===== src/rtl/esp_pkg.sv =====
// ----------------------------------------------------------------------------
// esp_pkg
// Shared widths, register codes and types of the encoder speed estimator.
// ----------------------------------------------------------------------------
package esp_pkg;

    // WINDOW_SIZE must be a power of two
    localparam int COUNTER_BITS = 16;
    localparam int WINDOW_SIZE  = 8;
    localparam int WIN_LOG2     = $clog2(WINDOW_SIZE);
    localparam int PHASE_W      = WIN_LOG2;
    localparam int DELTA_W      = COUNTER_BITS + 1;
    localparam int SUM_W        = COUNTER_BITS + WIN_LOG2 + 1;
    localparam int AVG_W        = SUM_W - WIN_LOG2;
    localparam int POS_W        = 32;
    localparam int SPEED_W      = 16;
    localparam int GAIN_W       = 16;
    localparam int GAIN_FRAC    = 8;
    localparam int LIMIT_W      = 15;
    localparam int PROD_W       = AVG_W + GAIN_W + 1;
    localparam int CFG_IDX_W    = 1;
    localparam int CFG_DATA_W   = 16;

    localparam logic [PHASE_W-1:0] PHASE_LAST  = PHASE_W'(WINDOW_SIZE - 1);
    localparam logic [GAIN_W-1:0]  GAIN_RESET  = GAIN_W'(192);
    localparam logic [LIMIT_W-1:0] LIMIT_RESET = LIMIT_W'(3000);

    localparam logic [CFG_IDX_W-1:0] CFG_GAIN  = 1'b0;
    localparam logic [CFG_IDX_W-1:0] CFG_LIMIT = 1'b1;

    localparam logic KIND_SAMPLE = 1'b0;
    localparam logic KIND_CLEAR  = 1'b1;

    typedef struct packed {
        logic [GAIN_W-1:0]  gain;
        logic [LIMIT_W-1:0] limit;
    } t_cfg;

    typedef struct packed {
        logic signed [SPEED_W-1:0] speed;
        logic                      reverse;
    } t_speed_res;

endpackage


===== src/rtl/esp_delta.sv =====
// ----------------------------------------------------------------------------
// esp_delta
// Wrap-corrected difference between two counter readings.
// ----------------------------------------------------------------------------
module esp_delta (
    input  logic [esp_pkg::COUNTER_BITS-1:0] i_cur,
    input  logic [esp_pkg::COUNTER_BITS-1:0] i_prev,
    output logic signed [esp_pkg::DELTA_W-1:0] o_delta
);
    import esp_pkg::*;

    localparam int RAW_W = COUNTER_BITS + 2;
    localparam logic signed [RAW_W-1:0] HALF = RAW_W'(1) <<< (COUNTER_BITS - 1);
    localparam logic signed [RAW_W-1:0] FULL = RAW_W'(1) <<< COUNTER_BITS;

    logic signed [RAW_W-1:0] s_raw;
    logic signed [RAW_W-1:0] s_fix;

    always_comb begin
        s_raw = $signed({2'b00, i_cur}) - $signed({2'b00, i_prev});
        if (s_raw > HALF) begin
            s_fix = s_raw - FULL;
        end else if (s_raw < -HALF) begin
            s_fix = s_raw + FULL;
        end else begin
            s_fix = s_raw;
        end
    end

    assign o_delta = s_fix[DELTA_W-1:0];

endmodule


===== src/rtl/esp_speed.sv =====
// ----------------------------------------------------------------------------
// esp_speed
// Window average, Q8.8 gain scaling and symmetric clamp of the speed.
// ----------------------------------------------------------------------------
module esp_speed (
    input  logic signed [esp_pkg::SUM_W-1:0] i_sum,
    input  esp_pkg::t_cfg                    i_cfg,
    output esp_pkg::t_speed_res              o_res
);
    import esp_pkg::*;

    logic signed [SUM_W-1:0]  s_bias;
    logic signed [SUM_W-1:0]  s_avg_full;
    logic signed [AVG_W-1:0]  s_avg;
    logic signed [PROD_W-1:0] s_prod;
    logic signed [PROD_W-1:0] s_pbias;
    logic signed [PROD_W-1:0] s_rpm;
    logic signed [PROD_W-1:0] s_lim_pos;
    logic signed [PROD_W-1:0] s_lim_neg;
    logic signed [PROD_W-1:0] s_clamp;

    always_comb begin
        // truncate toward zero
        s_bias     = i_sum[SUM_W-1] ? SUM_W'(WINDOW_SIZE - 1) : '0;
        s_avg_full = (i_sum + s_bias) >>> WIN_LOG2;
        s_avg      = s_avg_full[AVG_W-1:0];
        s_prod     = s_avg * $signed({1'b0, i_cfg.gain});
        s_pbias    = s_prod[PROD_W-1] ? PROD_W'((1 << GAIN_FRAC) - 1) : '0;
        s_rpm      = (s_prod + s_pbias) >>> GAIN_FRAC;
        s_lim_pos  = $signed({{(PROD_W-LIMIT_W){1'b0}}, i_cfg.limit});
        s_lim_neg  = -s_lim_pos;
        if (s_rpm > s_lim_pos) begin
            s_clamp = s_lim_pos;
        end else if (s_rpm < s_lim_neg) begin
            s_clamp = s_lim_neg;
        end else begin
            s_clamp = s_rpm;
        end
        o_res.speed   = s_clamp[SPEED_W-1:0];
        o_res.reverse = s_avg[AVG_W-1];
    end

endmodule


===== src/rtl/encoder_speed_estimator.sv =====
// ----------------------------------------------------------------------------
// encoder_speed_estimator
// M-method speed estimate from a free-running quadrature counter.
//
// Input channel (i_in_valid / o_in_stall) carries one transaction per sample
// tick: kind selects a counter sample or a clear of position and speed.
// Output channel (o_out_valid / i_out_stall) returns exactly one transaction
// per input transaction, in order: position, speed, reverse, speed_updated.
// Each transaction passes the input register, then the result register;
// throughput is one transaction per cycle while the receiver does not stall,
// set by the update of the position and window sum registers between stages.
// Gain and limit are written through i_cfg_we / i_cfg_index / i_cfg_data;
// the user must do so while the block is idle; the block does not enforce it.
// Reset, which is synchronous, loads gain 0.75 (Q8.8) and limit 3000, empties
// both stages and clears the estimator state. When the receiver stalls, the
// result register holds; a new transaction is still taken while the input
// register is empty, and o_in_stall rises only when both stages are full.
// ----------------------------------------------------------------------------
module encoder_speed_estimator (
    input  logic                              i_clk,
    input  logic                              i_rst_n,
    input  logic                              i_in_valid,
    output logic                              o_in_stall,
    input  logic                              i_kind,
    input  logic [esp_pkg::COUNTER_BITS-1:0]  i_counter_value,
    output logic                              o_out_valid,
    input  logic                              i_out_stall,
    output logic signed [esp_pkg::POS_W-1:0]  o_position,
    output logic signed [esp_pkg::SPEED_W-1:0] o_speed,
    output logic                              o_reverse,
    output logic                              o_speed_updated,
    input  logic                              i_cfg_we,
    input  logic [esp_pkg::CFG_IDX_W-1:0]     i_cfg_index,
    input  logic [esp_pkg::CFG_DATA_W-1:0]    i_cfg_data
);
    import esp_pkg::*;

    t_cfg                     r_cfg;
    logic                     r_in_vld;
    logic                     r_in_kind;
    logic [COUNTER_BITS-1:0]  r_in_count;
    logic                     r_out_vld;
    logic signed [POS_W-1:0]  r_out_pos;
    t_speed_res               r_out_res;
    logic                     r_out_upd;

    logic [COUNTER_BITS-1:0]  r_prev;
    logic signed [POS_W-1:0]  r_pos;
    logic signed [SUM_W-1:0]  r_sum;
    logic [PHASE_W-1:0]       r_phase;
    t_speed_res               r_res;

    logic [COUNTER_BITS-1:0]  n_prev;
    logic signed [POS_W-1:0]  n_pos;
    logic signed [SUM_W-1:0]  n_sum;
    logic [PHASE_W-1:0]       n_phase;
    t_speed_res               n_res;
    logic                     n_upd;

    logic                     s_out_free;
    logic                     s_adv;
    logic signed [DELTA_W-1:0] s_delta;
    logic signed [SUM_W-1:0]  s_sum_acc;
    t_speed_res               s_new_res;

    assign s_out_free = !r_out_vld || !i_out_stall;
    assign s_adv      = r_in_vld && s_out_free;
    assign o_in_stall = r_in_vld && !s_out_free;

    esp_delta u_delta (
        .i_cur   (r_in_count),
        .i_prev  (r_prev),
        .o_delta (s_delta)
    );

    assign s_sum_acc = r_sum + SUM_W'(s_delta);

    esp_speed u_speed (
        .i_sum (s_sum_acc),
        .i_cfg (r_cfg),
        .o_res (s_new_res)
    );

    always_comb begin
        n_prev  = r_in_count;
        n_pos   = r_pos + POS_W'(s_delta);
        n_sum   = s_sum_acc;
        n_phase = r_phase + PHASE_W'(1);
        n_res   = r_res;
        n_upd   = 1'b0;
        if (r_in_kind == KIND_CLEAR) begin
            n_prev  = '0;
            n_pos   = '0;
            n_sum   = '0;
            n_phase = r_phase;
            n_res   = '0;
        end else if (r_phase == PHASE_LAST) begin
            n_sum   = '0;
            n_phase = '0;
            n_res   = s_new_res;
            n_upd   = 1'b1;
        end
    end

    always_ff @(posedge i_clk) begin
        if (!i_rst_n) begin
            r_cfg.gain  <= GAIN_RESET;
            r_cfg.limit <= LIMIT_RESET;
        end else if (i_cfg_we) begin
            unique case (i_cfg_index)
                CFG_GAIN:  r_cfg.gain  <= i_cfg_data[GAIN_W-1:0];
                CFG_LIMIT: r_cfg.limit <= i_cfg_data[LIMIT_W-1:0];
                default:   r_cfg       <= r_cfg;
            endcase
        end
    end

    always_ff @(posedge i_clk) begin
        if (!i_rst_n) begin
            r_in_vld <= 1'b0;
        end else if (!o_in_stall) begin
            r_in_vld <= i_in_valid;
        end
    end

    always_ff @(posedge i_clk) begin
        if (!o_in_stall && i_in_valid) begin
            r_in_kind  <= i_kind;
            r_in_count <= i_counter_value;
        end
    end

    always_ff @(posedge i_clk) begin
        if (!i_rst_n) begin
            r_prev  <= '0;
            r_pos   <= '0;
            r_sum   <= '0;
            r_phase <= '0;
            r_res   <= '0;
        end else if (s_adv) begin
            r_prev  <= n_prev;
            r_pos   <= n_pos;
            r_sum   <= n_sum;
            r_phase <= n_phase;
            r_res   <= n_res;
        end
    end

    always_ff @(posedge i_clk) begin
        if (!i_rst_n) begin
            r_out_vld <= 1'b0;
        end else if (s_out_free) begin
            r_out_vld <= r_in_vld;
        end
    end

    always_ff @(posedge i_clk) begin
        if (s_adv) begin
            r_out_pos <= n_pos;
            r_out_res <= n_res;
            r_out_upd <= n_upd;
        end
    end

    assign o_out_valid     = r_out_vld;
    assign o_position      = r_out_pos;
    assign o_speed         = r_out_res.speed;
    assign o_reverse       = r_out_res.reverse;
    assign o_speed_updated = r_out_upd;

endmodule


===== config.mk =====
export PLATFORM = sky130hd
export DESIGN_NAME = encoder_speed_estimator
export DESIGN_NICKNAME = d
export VERILOG_FILES = /design/src/rtl/esp_pkg.sv /design/src/rtl/esp_delta.sv /design/src/rtl/esp_speed.sv /design/src/rtl/encoder_speed_estimator.sv
export SDC_FILE = /design/constraint.sdc
export NUM_CORES = 1
export LEC_CHECK = 0
export BUFFER_PORTS_ARGS = -buffer_cell sky130_fd_sc_hd__buf_2
export CAP_MARGIN = 20
export CORE_UTILIZATION = 33
export DETAILED_ROUTE_END_ITERATION = 8
export GPL_TIMING_DRIVEN = 0
export RECOVER_POWER = 25
export SLEW_MARGIN = 20
export SYNTH_ARGS = -nofsm -noshare
export SYNTH_HDL_FRONTEND = slang
export SYNTH_SLANG_ARGS = --single-unit
export TNS_END_PERCENT = 20

===== constraint.sdc =====
create_clock -name i_clk -period 16.05 [get_ports i_clk]
set_input_delay 0.8025 -clock i_clk [delete_from_list [all_inputs] [get_ports i_clk]]
set_output_delay 0.8025 -clock i_clk [all_outputs]
set_load 0.01 [all_outputs]

==> flow_summary.toml <==
[setup_path]
crit_start = "r_in_count[2]"
crit_slowest_cell = "fa_1"
end_kind = "flop"
crit_path_start_kind = "flop"
crit_fanout = 5
rr_endpoint = "o_speed[3]"
path_depth = 68
r2r_slack_ps = -310
crit_end = "o_speed[3]"
crit_path_max_incr_delay_ps = 570
rr_worst_depth = 68
r2r-start = "r_in_count[2]"
path_delay_family = "compound AO/OA/AOI/OAI gates"
arrival_ps = 16650
path_class = "flop to flop"
critPathBufInv = 11
cpMostUsedCell = "o21a_1"
critical_path_required_ps = 16340

[route]
first_pass_iters = 5
drc = 0
initialDrtViolationCount = 1090
via_per_inst = 5.03
wl_microns = 67300
wl_per_cell_microns = 17.3
antenna_left = 0
vias = 19600

[status]
violations = "setup timing"
status = "finished with violations"

[sta]
fmax_ghz = 0.0611
setup_viol = 31
fin_ws_ps = -306
hold_violations = 0
relSlewSlack = 0.241
drv_slew = 0
worst_pin_slew_ps = 1130
fin_crit_sh = 1.02
rsz0062_at_grt = "true"
final.min_clock_period_ps = 16360
finClkSkew_ps = 9.42

[clocking]
cts_num_sinks = 188
insertion_delay_ps = 450
hold_buffers = 0
cts_tree = "done"
clk_pin_slew_ps = 80
clockBufferDepth = 2
cts_buffers = 17
cts.htree.levels = 4
cts_root_buf = "clkbuf_16"

[placement]
placed_area_sq_um = 25300
io_buffer_count = 90
dp_hpwl_microns = 52500
gp_congestion = 0.902
dp_cells = 3747

[logic_synthesis]
ys.flop_type = "dfxtp_1"
yosysWarnings = 0
synth_most_common_cell = "inv_1"
ys_types = 92
async_flop_share = 0
synthCells = 2714
synthTopCellsByCount = "inv_1, nand2_1, fa_1, ha_1, nor2_1"
synth-seq-area-share = 0.188
synth_top_area_share = 0.240
synth_top_area_cell = "fa_1"
synth_edf_count = 67
synth_area_leaders = "fa_1, ha_1, dfxtp_1, edfxtp_1, inv_1"
synth.avg_cell_area_sq_um = 8.67
ys_ff_latch = 188
synth_area_sq_um = 23500
syn_nets = 3236

[job]
max_cap_violations = 0

[floorplanning]
die-area_sq_um = 72400
die_w_microns = 269
pin_count = 91
start_util = 0.335
core_area_sq_um = 70300
rows = 97
die_h_microns = 269

[grt]
track_usage = 0.189
grt_pass1_vias = 19300
grt_overflow_total = 0
grt_pass1_wl_microns = 106000
grt_max_degree = 24
antenna_found_initial = 7

[layout]
drive_above_1_share = 0.156
fin_cells = 3885
design_area_sq_um = 28100
multi_input_area_sq_um = 18400
seq_area_sq_um = 4430
fillCellCount = 7053
syn_to_final_growth_pct = 19.4
fin_nets = 3451

[worst_hold_path]
min_from = "r_res[8]"
hold_path.class = "flop to flop"
==> per-layer routing <==
metal | part of all wire | vias up | global-route usage
met3 | 0.063 | 82 | 0.0414
met1 | 0.44 | 9621 | 0.250
met2 | 0.47 | 461 | 0.314
met4 | 0.021 | 12 | 0.0396
met5 | 0.0012 | - | 0
li1 | - | 9378 | -
==> layout by cell type, fill, tap and decap left out, types with 70 or more instances in the layout <==
master	synthesis	layout
a21oi_1	126	112
and2_1	167	163
buf_2	10	87
buf_4	1	93
clkbuf_1	81	70
dfxtp_1	121	121
fa_1	282	274
ha_1	201	179
inv_1	403	393
nand2_1	332	323
nor2_1	189	183
==> state kept, by name (all words and copies together) (netlist names), 3 cells and up <==
| signal | count |
|---|---|
| r_pos | 32 |
| r_prev | 16 |
| r_res | 17 |
| r_sum | 20 |
| o_position | 32 |
| r_phase | 3 |
| r_cfg | 31 |
| o_speed | 16 |
| r_in_count | 16 |
==> per-stage QoR <==
stage	hold WS, ps	util	TNS, ps	setup slack [ps]
finish	451	0.400	-5290	-306
global route	471	0.400	-21910	-843
CTS	453	0.386	-7440	-420
detailed placement	439	0.360	-118660	-3950
global placement	437	0.359	-120490	-3990
floorplan	420	-	0	51.7
==> layout make-up <==
class / instances / area share
diodes: 3 / 0.000267
clock buffers: 18 / 0.0156
repair buffers: 203 / 0.0525
flip-flops and latches: 188 / 0.158
inverters: 405 / 0.0544
multi-input cells: 2014 / 0.654
well taps: 940 / 0.0418
clock inverters: 14 / 0.00579
plain buffers: 100 / 0.0183
==> cells by family (layout without fill, tap and decap cells) <==
family          Yosys count  count (layout)  synth area share
xor+xnor                127             127            0.0478
fa+ha+maj               483             483             0.347
flops                   188             188             0.188
mux                      20              20           0.00893
other cells               0               3                 0
simple gates            909             909             0.186
buf+inv                 512             740            0.0827
compound gates          475             475             0.140
==> worst min path at each step <==
| stage | endpoint | slack [ps] | depth (start not counted) |
|---|---|---|---|
| after floorplan | r_res[10] | 420 | 2 |
| after global placement | r_res[8] | 440 | 2 |
| after detailed placement | r_res[10] | 440 | 2 |
| after CTS | r_res[13] | 450 | 2 |
| after global routing | r_res[11] | 470 | 1 |
| final | r_res[8] | 450 | 2 |
==> worst min-delay path, cell delays in order (launching register included) <==
cell,delay (ps)
dfxtp_1,310
nand2_1,50
o21ai_1,50
==> what timing repair did <==
action | 4_1_cts | 5_1_grt
hold endpoints to repair | 0 | 0
endpoints found under the setup margin | 32 | 32
pin swaps | 59 | 99
buffers inserted | 49 | 59
gates resized for setup | 153 | 122
gates cloned | 0 | 2
Power is not shown: default switching activity piles up to over one toggle a cycle in this logic, so the estimate is an artifact.
